$ cat src/tds_pkg.sv
// Shared widths, register indexes and cell control type for the triangle depth sorter.
package tds_pkg;

    localparam int MAX_FACES_DEF  = 64;
    localparam int COORD_BITS_DEF = 24;
    localparam int FIELD_BITS     = 24;
    localparam int TAG_BITS       = 16;
    localparam int KEY_BITS       = 53;
    localparam int CFG_IDX_BITS   = 2;

    localparam logic [CFG_IDX_BITS-1:0] REG_CAMERA_X = 2'd0;
    localparam logic [CFG_IDX_BITS-1:0] REG_CAMERA_Y = 2'd1;
    localparam logic [CFG_IDX_BITS-1:0] REG_CAMERA_Z = 2'd2;

    typedef struct packed {
        logic insert;
        logic shift_out;
    } t_cell_ctrl;

endpackage

$ cat src/tds_sort_cell.sv
// One cell of the sorted chain: holds a key and tag, shifts right on insert, left on drain.
module tds_sort_cell (
    input  logic                            i_clk,
    input  tds_pkg::t_cell_ctrl             i_ctrl,
    input  logic                            i_occupied,
    input  logic [tds_pkg::KEY_BITS-1:0]    i_new_key,
    input  logic [tds_pkg::TAG_BITS-1:0]    i_new_tag,
    input  logic                            i_prev_take,
    input  logic [tds_pkg::KEY_BITS-1:0]    i_prev_key,
    input  logic [tds_pkg::TAG_BITS-1:0]    i_prev_tag,
    input  logic [tds_pkg::KEY_BITS-1:0]    i_next_key,
    input  logic [tds_pkg::TAG_BITS-1:0]    i_next_tag,
    output logic                            o_take,
    output logic [tds_pkg::KEY_BITS-1:0]    o_key,
    output logic [tds_pkg::TAG_BITS-1:0]    o_tag
);

    logic [tds_pkg::KEY_BITS-1:0] r_key;
    logic [tds_pkg::TAG_BITS-1:0] r_tag;

    // A new key goes ahead of the first entry that is strictly nearer, so ties keep
    // arrival order.
    assign o_take = !i_occupied || (r_key < i_new_key);

    always_ff @(posedge i_clk) begin
        if (i_ctrl.insert) begin
            if (i_prev_take) begin
                r_key <= i_prev_key;
                r_tag <= i_prev_tag;
            end else if (o_take) begin
                r_key <= i_new_key;
                r_tag <= i_new_tag;
            end
        end else if (i_ctrl.shift_out) begin
            r_key <= i_next_key;
            r_tag <= i_next_tag;
        end
    end

    assign o_key = r_key;
    assign o_tag = r_tag;

endmodule

$ cat config.mk
export PLATFORM = sky130hd
export DESIGN_NAME = tds_sort_cell
export DESIGN_NICKNAME = d
export VERILOG_FILES = /design/src/tds_pkg.sv /design/src/tds_sort_cell.sv
export SDC_FILE = /design/constraint.sdc
export NUM_CORES = 1
export LEC_CHECK = 0
export ABC_AREA = 1
export BUFFER_PORTS_ARGS = -buffer_cell sky130_fd_sc_hd__buf_2
export CORE_ASPECT_RATIO = 0.9
export CORE_MARGIN = 3
export CORE_UTILIZATION = 45
export DETAILED_ROUTE_END_ITERATION = 16
export GPL_ROUTABILITY_DRIVEN = 1
export GPL_TIMING_DRIVEN = 0
export HOLD_SLACK_MARGIN = 0.15
export PLACE_DENSITY = 0.9
export SLEW_MARGIN = 0
export SYNTH_ARGS = -nofsm -noshare
export SYNTH_HDL_FRONTEND = slang
export SYNTH_SLANG_ARGS = --single-unit
$ cat constraint.sdc
create_clock -name i_clk -period 4.6 [get_ports i_clk]
set_input_delay 0.92 -clock i_clk [delete_from_list [all_inputs] [get_ports i_clk]]
set_output_delay 0.92 -clock i_clk [all_outputs]
set_load 0.01 [all_outputs]
==> metrics.csv, run 1 <==
stage,metric,value,unit
run_status,status,"complete, no violations",
route,ant_nets,0,
floorplan,initial_core_util,0.471,
cts,cts-htree-levels,3,
placement,place_congestion,0.902,
worst_setup_path,path_max_fanout,3,
global_route,grt_util_all_layers,0.252,
power_and_ir_drop,leakage,3.59,nW
cts,clkLatencyLatePin,0.33,ns
global_route,grt_pass1_vias,5059,
floorplan,rows,35,
floorplan,ioPinCount,282,
sta,finalMaxSlewViolations,0,
cells_and_area,layout.cells.non_filler,1059,
sta,setup_viol_count_final,0,
cts,cts.root.buffer_cell,clkbuf_16,
sta,rsz0062_at_grt,false,
cells_and_area,stdcell_area,0.00675,mm^2
global_route,grt_pass1_wl,24100,um
synthesis,syn-mean-instance-area,7.76,um^2
sta,whs,0.873,ns
sta,worst_slack,1.35,ns
power_and_ir_drop,powerDensity,289,mW/mm^2
placement,port_buffers,279,
floorplan,chipHeight,105,um
placement,pre_cts_ws,1.25,ns
cts,cts_inserted_buffers,9,
route,wl_per_cell,15.2,um
placement,placed_cell_area,0.00648,mm^2
global_route,grt_overflow_total,0,
cells_and_area,drive_gt1_frac,0.340,
synthesis,ys_ff_latch,69,
synthesis,ys_seq_area_frac,0.421,
worst_setup_path,crit_type,input pin to output port,
worst_setup_path,cp-start-kind,input pin,
cts,post-cts-setup-buffers,0,
sta,max-slew-margin-rel,0.408,
synthesis,synth.distinct_cells,22,
floorplan,die_w,116,um
cts,cts_resized,0,
global_route,top_usage_layer,met2,
synthesis,syn_area,0.00492,mm^2
sta,post-route-period-util,0.708,
cts,cts_tree,done,
cts,clk_pin_slew_worst_paths,0.06,ns
route,wirelength,16000,um
synthesis,ys_warn_count,0,
worst_setup_path,slowest_delay,0.32,ns
sta,hold_viol,0,
route,drt-initial-drc-count,316,
sta,fmax,307,MHz
worst_setup_path,cp_slowest_cell,ha_1,
sta,fin_crit,3.25,ns
worst_hold_path,hold_class,input pin to register,
worst_setup_path,crit_path_cell_trace,buf_2 > inv_1 > ha_1 > nand2_1 > nor2_2 > nand2_1 > nor2_1 > nand2_1 > nand3_1 > nand2_1 > nand2_1 > nand2_1 > buf_2,
placement,numPlacedInstances,1043,
power_and_ir_drop,ir_drop,164,uV
cells_and_area,syn2layout_area_growth,37.1,%
cts,clock_path_buffers,2,
cts,cts_hold_buf,0,
worst_setup_path,crit_path_frequent_cell,nand2_1,
cells_and_area,finalNetCount,1189,
worst_setup_path,worstSetupEndpointType,output port,
global_route,antenna_found_initial,1,
route,viasPerCell,5.05,
global_route,grtUsageMet1,0.287,
sta,worst_pin_slew,0.887,ns
global_route,grt_max_degree,70,
floorplan,core-area,0.0105,mm^2
synthesis,synth_cells,635,
route,drc,0,
cells_and_area,diodes,0,
route,vias,5348,
placement,hpwl,13000,um
worst_setup_path,required,3.68,ns
synthesis,syn_nets,899,
global_route,met2_usage,0.465,
worst_setup_path,crit_arrival,2.33,ns
route,first_pass_iters,5,
floorplan,dieArea,0.0122,mm^2
power_and_ir_drop,finalPower,0.00195,W
global_route,grt_use_met3,0.0517,
sta,skew,0.0119,ns
run,maxCapViolations,0,
cts,clock_sinks,69,
-- cell usage after synthesis --
master,number,area share
nor2_1,85,0.065
clkbuf_1,24,0.018
buf_4,1,0.0015
inv_1,73,0.056
buf_2,5,0.0051
o21bai_1,1,0.0015
inv_2,6,0.0046
o21ai_0,106,0.11
nand2_2,3,0.0038
nor3_1,1,0.0010
ha_1,52,0.13
a21o_1,4,0.0061
nand2_4,1,0.0023
nand2_1,142,0.11
a21oi_1,16,0.016
o21ai_1,33,0.034
nand3_1,5,0.0051
nor2_4,1,0.0023
or2_4,1,0.0018
nand4_1,3,0.0038
edfxtp_1,69,0.42
nor2_2,3,0.0038
-- layout make-up --
| type | instances | area, um^2 |
|---|---|---|
| fill | 944 | 3710 |
| multi-input combinational | 457 | 2430 |
| sequential | 69 | 2070 |
| timing repair buffer | 279 | 1400 |
| inverter | 79 | 299 |
| clock buffer | 10 | 229 |
| tap | 129 | 161 |
| buffer | 30 | 123 |
| clock inverter | 6 | 40.0 |
-- cell usage in the layout, fill, tap and decap left out --
| master | n |
|---|---|
| inv_4 | 1 |
| nor3_1 | 1 |
| inv_2 | 6 |
| nor2_4 | 1 |
| clkbuf_1 | 25 |
| nor2_2 | 3 |
| ha_1 | 52 |
| or2_4 | 1 |
| o21ai_1 | 33 |
| nand2_1 | 142 |
| inv_1 | 72 |
| buf_4 | 1 |
| clkinv_2 | 3 |
| nand2_2 | 3 |
| o21bai_1 | 1 |
| o21ai_0 | 106 |
| edfxtp_1 | 69 |
| nor2_1 | 85 |
| a21oi_1 | 16 |
| nand4_1 | 3 |
| buf_2 | 284 |
| a21o_1 | 4 |
| clkinv_4 | 2 |
| nand3_1 | 5 |
| nand2_4 | 1 |
| clkinvlp_4 | 1 |
| clkbuf_16 | 9 |
-- cell families after synthesis --
logic type               after synthesis  share of synthesized area
AND/OR/NAND/NOR                      245                      0.197
AO/OA/AOI/OAI                        160                      0.165
buffers and inverters                109                     0.0851
flip-flops                            69                      0.421
adder cells (fa/ha/maj)               52                      0.132
-- metal layers --
| metal | routed length, um | vias up |
|---|---|---|
| li1 | - | 2693 |
| met1 | 6290 | 2392 |
| met2 | 8270 | 229 |
| met3 | 1130 | 32 |
| met4 | 339 | 2 |
| met5 | 13 | - |
-- power by group --
group | internal [W] | switching (W)
sequential | 0.000778 | 0.0000313
combinational | 0.000216 | 0.000296
clock | 0.000364 | 0.000264
total | 0.00136 | 0.000591
-- worst max-delay path: cells and delay by family --
| family | cells | cell delay (ns) |
|---|---|---|
| adders and majority gates | 1 | 0.32 |
| and+or+nand+nor | 9 | 0.83 |
| buffers and inverters | 3 | 0.27 |
-- metrics by stage --
stage,TNS (ns),utilization
finish,0,0.645
global route,0,0.645
CTS,0,0.645
detailed placement,0,0.620
global placement,-6.36,0.619
floorplan,0,-
-- state kept, by name (all words and copies together) (netlist names) --
signal and count:
o_key 53, o_tag 16
-- path summary, 6_finish.rpt --
path / from / to / slack, ns / depth (start not counted)
worst max-delay path: i_new_key[20] / o_take / 1.35 / 13
worst min-delay path: i_next_tag[11] / o_tag[11] / 0.87 / 3
worst max register to register: o_key[20] / o_key[15] / 1.92 / 10
worst min register to register: o_key[48] / o_key[27] / 1.60 / 10
Note: power is estimated with default switching activity, not from simulation.
==> run 2, diff against run 1 <==
--- a/config.mk
+++ b/config.mk
@@ -5,16 +5,16 @@
 export SDC_FILE = /design/constraint.sdc
 export NUM_CORES = 1
 export LEC_CHECK = 0
-export ABC_AREA = 1
+export ABC_AREA = 0
 export BUFFER_PORTS_ARGS = -buffer_cell sky130_fd_sc_hd__buf_2
 export CORE_ASPECT_RATIO = 0.9
 export CORE_MARGIN = 3
-export CORE_UTILIZATION = 45
+export CORE_UTILIZATION = 40
 export DETAILED_ROUTE_END_ITERATION = 16
 export GPL_ROUTABILITY_DRIVEN = 1
 export GPL_TIMING_DRIVEN = 0
 export HOLD_SLACK_MARGIN = 0.15
-export PLACE_DENSITY = 0.9
+export PLACE_DENSITY = 0.85
 export SLEW_MARGIN = 0
 export SYNTH_ARGS = -nofsm -noshare
 export SYNTH_HDL_FRONTEND = slang
==> constraint.sdc (replaced) <==
create_clock -name i_clk -period 2.8 [get_ports i_clk]
set_input_delay 0.56 -clock i_clk [delete_from_list [all_inputs] [get_ports i_clk]]
set_output_delay 0.56 -clock i_clk [all_outputs]
set_load 0.01 [all_outputs]
==> metrics.csv, run 2 <==
stage,metric,value,unit
run_status,status,finished with violations,
run_status,failed_checks,negative setup slack,
route,ant_nets,0,
synthesis,ys.flop_type,edfxtp_1,
synthesis,ys_ff_latch,69,
sta,worst_slack,-0.213,ns
power_and_ir_drop,combPwrFrac,0.270,
sta,rsz0062_at_grt,true,
worst_setup_path,crit_path_frequent_cell,a21oi_2,
sta,skew,0.00791,ns
route,vias,4820,
global_route,grt_util_all_layers,0.228,
cts,clk_pin_slew_worst_paths,0.06,ns
power_and_ir_drop,clkPwrFrac,0.357,
synthesis,ys_warn_count,0,
worst_setup_path,cp_slowest_cell,or4_4,
cells_and_area,largest_reg_flops,53,
cells_and_area,diodes,0,
synthesis,syn-mean-instance-area,9.79,um^2
worst_setup_path,crit_arrival,2.45,ns
worst_setup_path,worstSetupEndpointType,output port,
synthesis,synth_area_leader_cell,edfxtp_1,
worst_setup_path,reg2reg_depth,9,
global_route,grt_max_degree,30,
run,maxCapViolations,0,
sta,hold_viol,0,
global_route,antenna_found_initial,0,
cts,clkLatencyLatePin,0.33,ns
synthesis,synth_top_cell_area_share,0.430,
route,wirelength,15900,um
global_route,grt_overflow_total,0,
synthesis,netlist_top_cells_area,"edfxtp_1 43%, mux2i_1 14%, ha_1 14%",
worst_setup_path,path_max_fanout,2,
synthesis,async_flop_share,0,
sta,finalMaxSlewViolations,0,
synthesis,syn_area,0.00482,mm^2
floorplan,chipHeight,110,um
cts,clock_sinks,69,
sta,setup_viol_count_final,1,
worst_setup_path,crit_type,register to output port,
power_and_ir_drop,leakage,3.52,nW
power_and_ir_drop,powerDensity,517,mW/mm^2
route,drt-initial-drc-count,226,
floorplan,ioPinCount,282,
sta,fin_crit,3.01,ns
power_and_ir_drop,p_sw_frac,0.285,
cts,cts_hold_buf,0,
cts,cts_inserted_buffers,9,
route,viasPerCell,5.04,
floorplan,rows,37,
global_route,grt_pass1_vias,4807,
worst_hold_path,holdPathStages,3,
worst_setup_path,required,2.24,ns
global_route,grt_pass1_wl,23700,um
floorplan,core-area,0.0116,mm^2
sta,worst_pin_slew,0.770,ns
placement,port_buffers,279,
synthesis,synth_most_common_cell,a21oi_1,
route,drc,0,
synthesis,syn_nets,756,
cts,cts_tree,done,
placement,place_congestion,0.826,
cells_and_area,syn2layout_area_growth,47.6,%
cells_and_area,final_common_cell,buf_2,
sta,max-slew-margin-rel,0.486,
route,wl_per_cell,16.7,um
cts,cts-htree-levels,3,
sta,post-route-period-util,1.08,
synthesis,yosys-top-cells-count,"92 x a21oi_1, 72 x nor2_1, 69 x edfxtp_1, 69 x mux2i_1, 53 x inv_1",
worst_hold_path,hold_class,input pin to register,
cts,cts.root.buffer_cell,clkbuf_16,
floorplan,dieArea,0.0134,mm^2
power_and_ir_drop,ir_drop,352,uV
sta,fin_tns_setup,-0.213,ns
worst_setup_path,cp-start-kind,register,
worst_setup_path,crit_path_cell_trace,ha_4 > nand4_1 > a21oi_2 > a21oi_2 > or4_4 > a2111oi_4 > o31ai_1 > buf_2,
synthesis,synth.distinct_cells,29,
cells_and_area,layout_common_cells,"283 x buf_2, 86 x a21oi_1, 72 x nor2_1",
power_and_ir_drop,p_sw,0.00105,W
cts,clock_path_buffers,2,
synthesis,synth-edff-count,69,
synthesis,ys_seq_area_frac,0.430,
placement,hpwl,13100,um
power_and_ir_drop,finalPower,0.00368,W
floorplan,die_w,122,um
worst_setup_path,slowest_delay,0.45,ns
synthesis,synth_cells,492,
floorplan,initial_core_util,0.416,
cells_and_area,drive_gt1_frac,0.435,
power_and_ir_drop,p_seq_frac,0.372,
route,first_pass_iters,4,
sta,fmax,332,MHz
cells_and_area,finalNetCount,1059,
power_and_ir_drop,p_int,0.00263,W
-- run 2: stage by stage --
step | util | setup WS, ns | hold slack (ns) | cell area, um^2 | std cells
after detailed placement | 0.573 | -0.323 | 0.885 | 6640 | 929
final | 0.614 | -0.213 | 0.545 | 7110 | 956
after global routing | 0.614 | -0.346 | 0.543 | 7110 | 956
after global placement | 0.570 | -1.25 | 0.874 | 6600 | 927
after CTS | 0.610 | -0.287 | 0.536 | 7060 | 953
after floorplan | - | -0.455 | 0.786 | 5000 | 492
-- run 2: final timing paths --
check / from / endpoint / slack [ns]
max reg2reg: o_key[10] / o_key[5] / 0.14
min reg2reg: o_key[52] / o_key[21] / 1.21
min: i_next_key[29] / o_key[29] / 0.54
max: o_key[7] / o_take / -0.21
-- run 2: final cells by class --
| cell class | count | area (um^2) |
|---|---|---|
| fill | 1002 | 4460 |
| clock buffer | 10 | 229 |
| buffer | 24 | 95.1 |
| sequential | 69 | 2070 |
| timing repair buffer | 292 | 1520 |
| clock inverter | 6 | 111 |
| inverter | 53 | 209 |
| multi-input combinational | 346 | 2680 |
| tap | 156 | 195 |
-- run 2: cells by family (layout without fill, tap and decap cells) --
logic type / Yosys count / count (layout) / synth area share
compound gates: 115 / 115 / 0.132
simple gates: 110 / 110 / 0.0982
buf+inv: 77 / 385 / 0.0611
mux: 69 / 69 / 0.143
flops: 69 / 69 / 0.430
fa+ha+maj: 52 / 52 / 0.135
-- run 2: critical path, delay by kind of cell (launching register included) --
| kind | cells | cell delay (ns) |
|---|---|---|
| buffers and inverters | 1 | 0.15 |
| flip-flops | 1 | 0.44 |
| AND/OR/NAND/NOR | 2 | 0.56 |
| adder cells (fa/ha/maj) | 1 | 0.30 |
| AO/OA/AOI/OAI | 4 | 0.67 |
-- run 2: repair_timing --
item | in CTS | in global routing
setup buffers | 8 | 3
pin swaps | 4 | 4
resized for setup | 3 | 5
setup endpoints to repair | 55 | 67
-- run 2: power groups by stage --
stage | sequential (W) | clock (W) | combinational (W)
floorplan | 0.00145 | 0 | 0.000456
global placement | 0.00139 | 0 | 0.000919
detailed placement | 0.00139 | 0 | 0.000960
CTS | 0.00137 | 0.00133 | 0.000986
global route | 0.00138 | 0.00138 | 0.00111
finish | 0.00137 | 0.00131 | 0.000995
-- run 2: routing by layer --
layer / global-route usage / share of wire / up-vias
met2: 0.441 / 0.52 / 221
met5: 0 / 0 / -
met1: 0.241 / 0.37 / 2203
met4: 0.0584 / 0.016 / 0
met3: 0.0699 / 0.091 / 23
li1: - / - / 2373
==> run 3, diff against run 2 <==
--- a/config.mk
+++ b/config.mk
@@ -14,6 +14,7 @@
 export GPL_ROUTABILITY_DRIVEN = 1
 export GPL_TIMING_DRIVEN = 0
 export HOLD_SLACK_MARGIN = 0.15
+export MAX_ROUTING_LAYER = met4
 export PLACE_DENSITY = 0.85
 export SLEW_MARGIN = 0
 export SYNTH_ARGS = -nofsm -noshare
==> constraint.sdc (replaced) <==
create_clock -name i_clk -period 2.8 [get_ports i_clk]
set_input_delay 0.28 -clock i_clk [delete_from_list [all_inputs] [get_ports i_clk]]
set_output_delay 0.28 -clock i_clk [all_outputs]
set_load 0.01 [all_outputs]
==> metrics.csv, run 3 (synthesis gave the netlist of run 2 again) <==
stage,metric,value,unit
worst_setup_path,required,2.52,ns
sta,fmax,353,MHz
sta,skew,0.00660,ns
cts,clkLatencyLatePin,0.33,ns
run_status,status,finished with violations,
cts,cts_inserted_buffers,9,
power_and_ir_drop,p_sw_frac,0.288,
floorplan,dieArea,0.0134,mm^2
worst_setup_path,worst_path_dominant_cell_family,compound AO/OA/AOI/OAI gates,
sta,fin_tns_setup,-0.0942,ns
global_route,grt_util_all_layers,0.223,
cells_and_area,diodes,0,
sta,worst_slack,-0.0295,ns
floorplan,initial_core_util,0.416,
worst_hold_path,hold_class,input pin to register,
cts,cts_hold_buf,0,
route,wirelength,15700,um
floorplan,die_w,122,um
power_and_ir_drop,p_sw,0.00103,W
worst_setup_path,crit_path_frequent_cell,a21oi_2,
worst_setup_path,crit_buf_inv,2,
run_status,failed_checks,negative setup slack,
route,first_pass_iters,4,
placement,numPlacedInstances,929,
worst_setup_path,crit_path_cell_trace,ha_1 > nand4_1 > a21oi_2 > a21oi_2 > or4_4 > a2111oi_4 > buf_4 > o31ai_2 > buf_2,
sta,max-slew-margin-rel,0.516,
sta,finalMaxSlewViolations,0,
global_route,grt_overflow_total,0,
worst_setup_path,slowest_delay,0.45,ns
power_and_ir_drop,p_seq_frac,0.378,
power_and_ir_drop,combPwrFrac,0.283,
cts,cts_tree,done,
floorplan,core-area,0.0116,mm^2
power_and_ir_drop,ir_drop,337,uV
power_and_ir_drop,clkPwrFrac,0.339,
route,vias,4797,
route,drt-initial-drc-count,185,
worst_setup_path,cp-start-kind,register,
placement,hpwl,12400,um
worst_setup_path,crit_arrival,2.55,ns
placement,place_congestion,0.775,
sta,whs,0.266,ns
route,ant_nets,0,
cells_and_area,layout_common_cells,"283 x buf_2, 90 x a21oi_1, 72 x nor2_1",
cells_and_area,finalNetCount,1066,
run,maxCapViolations,0,
cells_and_area,drive_gt1_frac,0.418,
cells_and_area,num-fill-cells,1004,
floorplan,ioPinCount,282,
global_route,grt_pass1_wl,22400,um
placement,port_buffers,279,
cts,cts.root.buffer_cell,clkbuf_16,
cells_and_area,utilization,0.618,
cells_and_area,layout.cells.non_filler,963,
cts,clock_path_buffers,2,
cts,clk_pin_slew_worst_paths,0.06,ns
global_route,grt_pass1_vias,4589,
route,wl_per_cell,16.3,um
sta,fin_crit,2.83,ns
sta,worst_pin_slew,0.726,ns
cells_and_area,largest_reg_flops,53,
route,drc,0,
worst_setup_path,cp_slowest_cell,or4_4,
sta,hold_viol,0,
worst_setup_path,worstSetupEndpointType,output port,
sta,post-route-period-util,1.01,
cts,clock_sinks,69,
floorplan,rows,37,
sta,setup_viol_count_final,16,
route,viasPerCell,4.98,
floorplan,chipHeight,110,um
worst_setup_path,crit_type,register to output port,
cells_and_area,final_common_cell,buf_2,
cells_and_area,syn2layout_area_growth,48.6,%
sta,rsz0062_at_grt,true,
global_route,grt_max_degree,26,
global_route,antenna_found_initial,0,
power_and_ir_drop,p_int,0.00256,W
cts,cts-htree-levels,3,
power_and_ir_drop,leakage,3.60,nW
power_and_ir_drop,powerDensity,502,mW/mm^2
worst_setup_path,path_max_fanout,3,
[run 3: power groups by stage]
| stage | sequential, W | combinational (W) | clock [W] |
|---|---|---|---|
| after floorplan | 0.00144 | 0.000427 | 0 |
| after global placement | 0.00137 | 0.000878 | 0 |
| after detailed placement | 0.00138 | 0.000922 | 0 |
| after CTS | 0.00136 | 0.000966 | 0.00124 |
| after global routing | 0.00137 | 0.00113 | 0.00128 |
| final | 0.00136 | 0.00102 | 0.00122 |
[run 3: timing repair]
action | CTS | global route
resized for setup | 10 | 4
pin swaps | 8 | 0
gates cloned | 1 | 7
setup buffers | 10 | 0
endpoints found under the hold margin | 0 | 0
setup endpoints to repair | 70 | 57
[run 3: final cells by class]
type / instances / area (um^2) / area share
timing repair buffer: 298 / 1700 / 0.237
buffer: 24 / 95.1 / 0.0133
multi-input combinational: 347 / 2580 / 0.361
inverter: 53 / 199 / 0.0278
clock inverter: 7 / 90.1 / 0.0126
tap: 156 / 195 / 0.0273
sequential: 69 / 2070 / 0.289
clock buffer: 9 / 225 / 0.0315
[run 3: metal layers]
metal  wire length, um  global-route usage
met1              6330               0.260
met2              8000               0.395
met3              1150              0.0444
met4               174              0.0600
met5                 0                   -
[run 3: path summary, 6_finish.rpt]
check | start | to | slack (ns) | cells after the start
max reg2reg | o_key[6] | o_key[27] | -0.01 | 11
max | o_key[6] | o_take | -0.03 | 9
min reg2reg | o_key[52] | o_key[32] | 1.16 | 5
min | i_next_tag[0] | o_tag[0] | 0.27 | 3
[run 3: worst register-to-register path, stage by stage, from the launching register on]
cell,delay [ns]
edfxtp_1,0.40
ha_1,0.31
nand4_1,0.12
a21oi_2,0.15
a21oi_2,0.09
or4_4,0.45
a2111oi_4,0.31
buf_4,0.19
buf_4,0.12
o21ai_4,0.08
buf_12,0.19
clkbuf_16,0.17
[run 3: per-stage QoR]
stage / cell area (um^2) / power (W) / worst slack (ns)
after floorplan: 4870 / 0.00187 / -0.422
after global placement: 6460 / 0.00225 / -1.07
after detailed placement: 6520 / 0.00230 / -0.282
after CTS: 6990 / 0.00356 / -0.00107
after global routing: 7160 / 0.00378 / -0.165
final: 7160 / 0.00360 / -0.0295
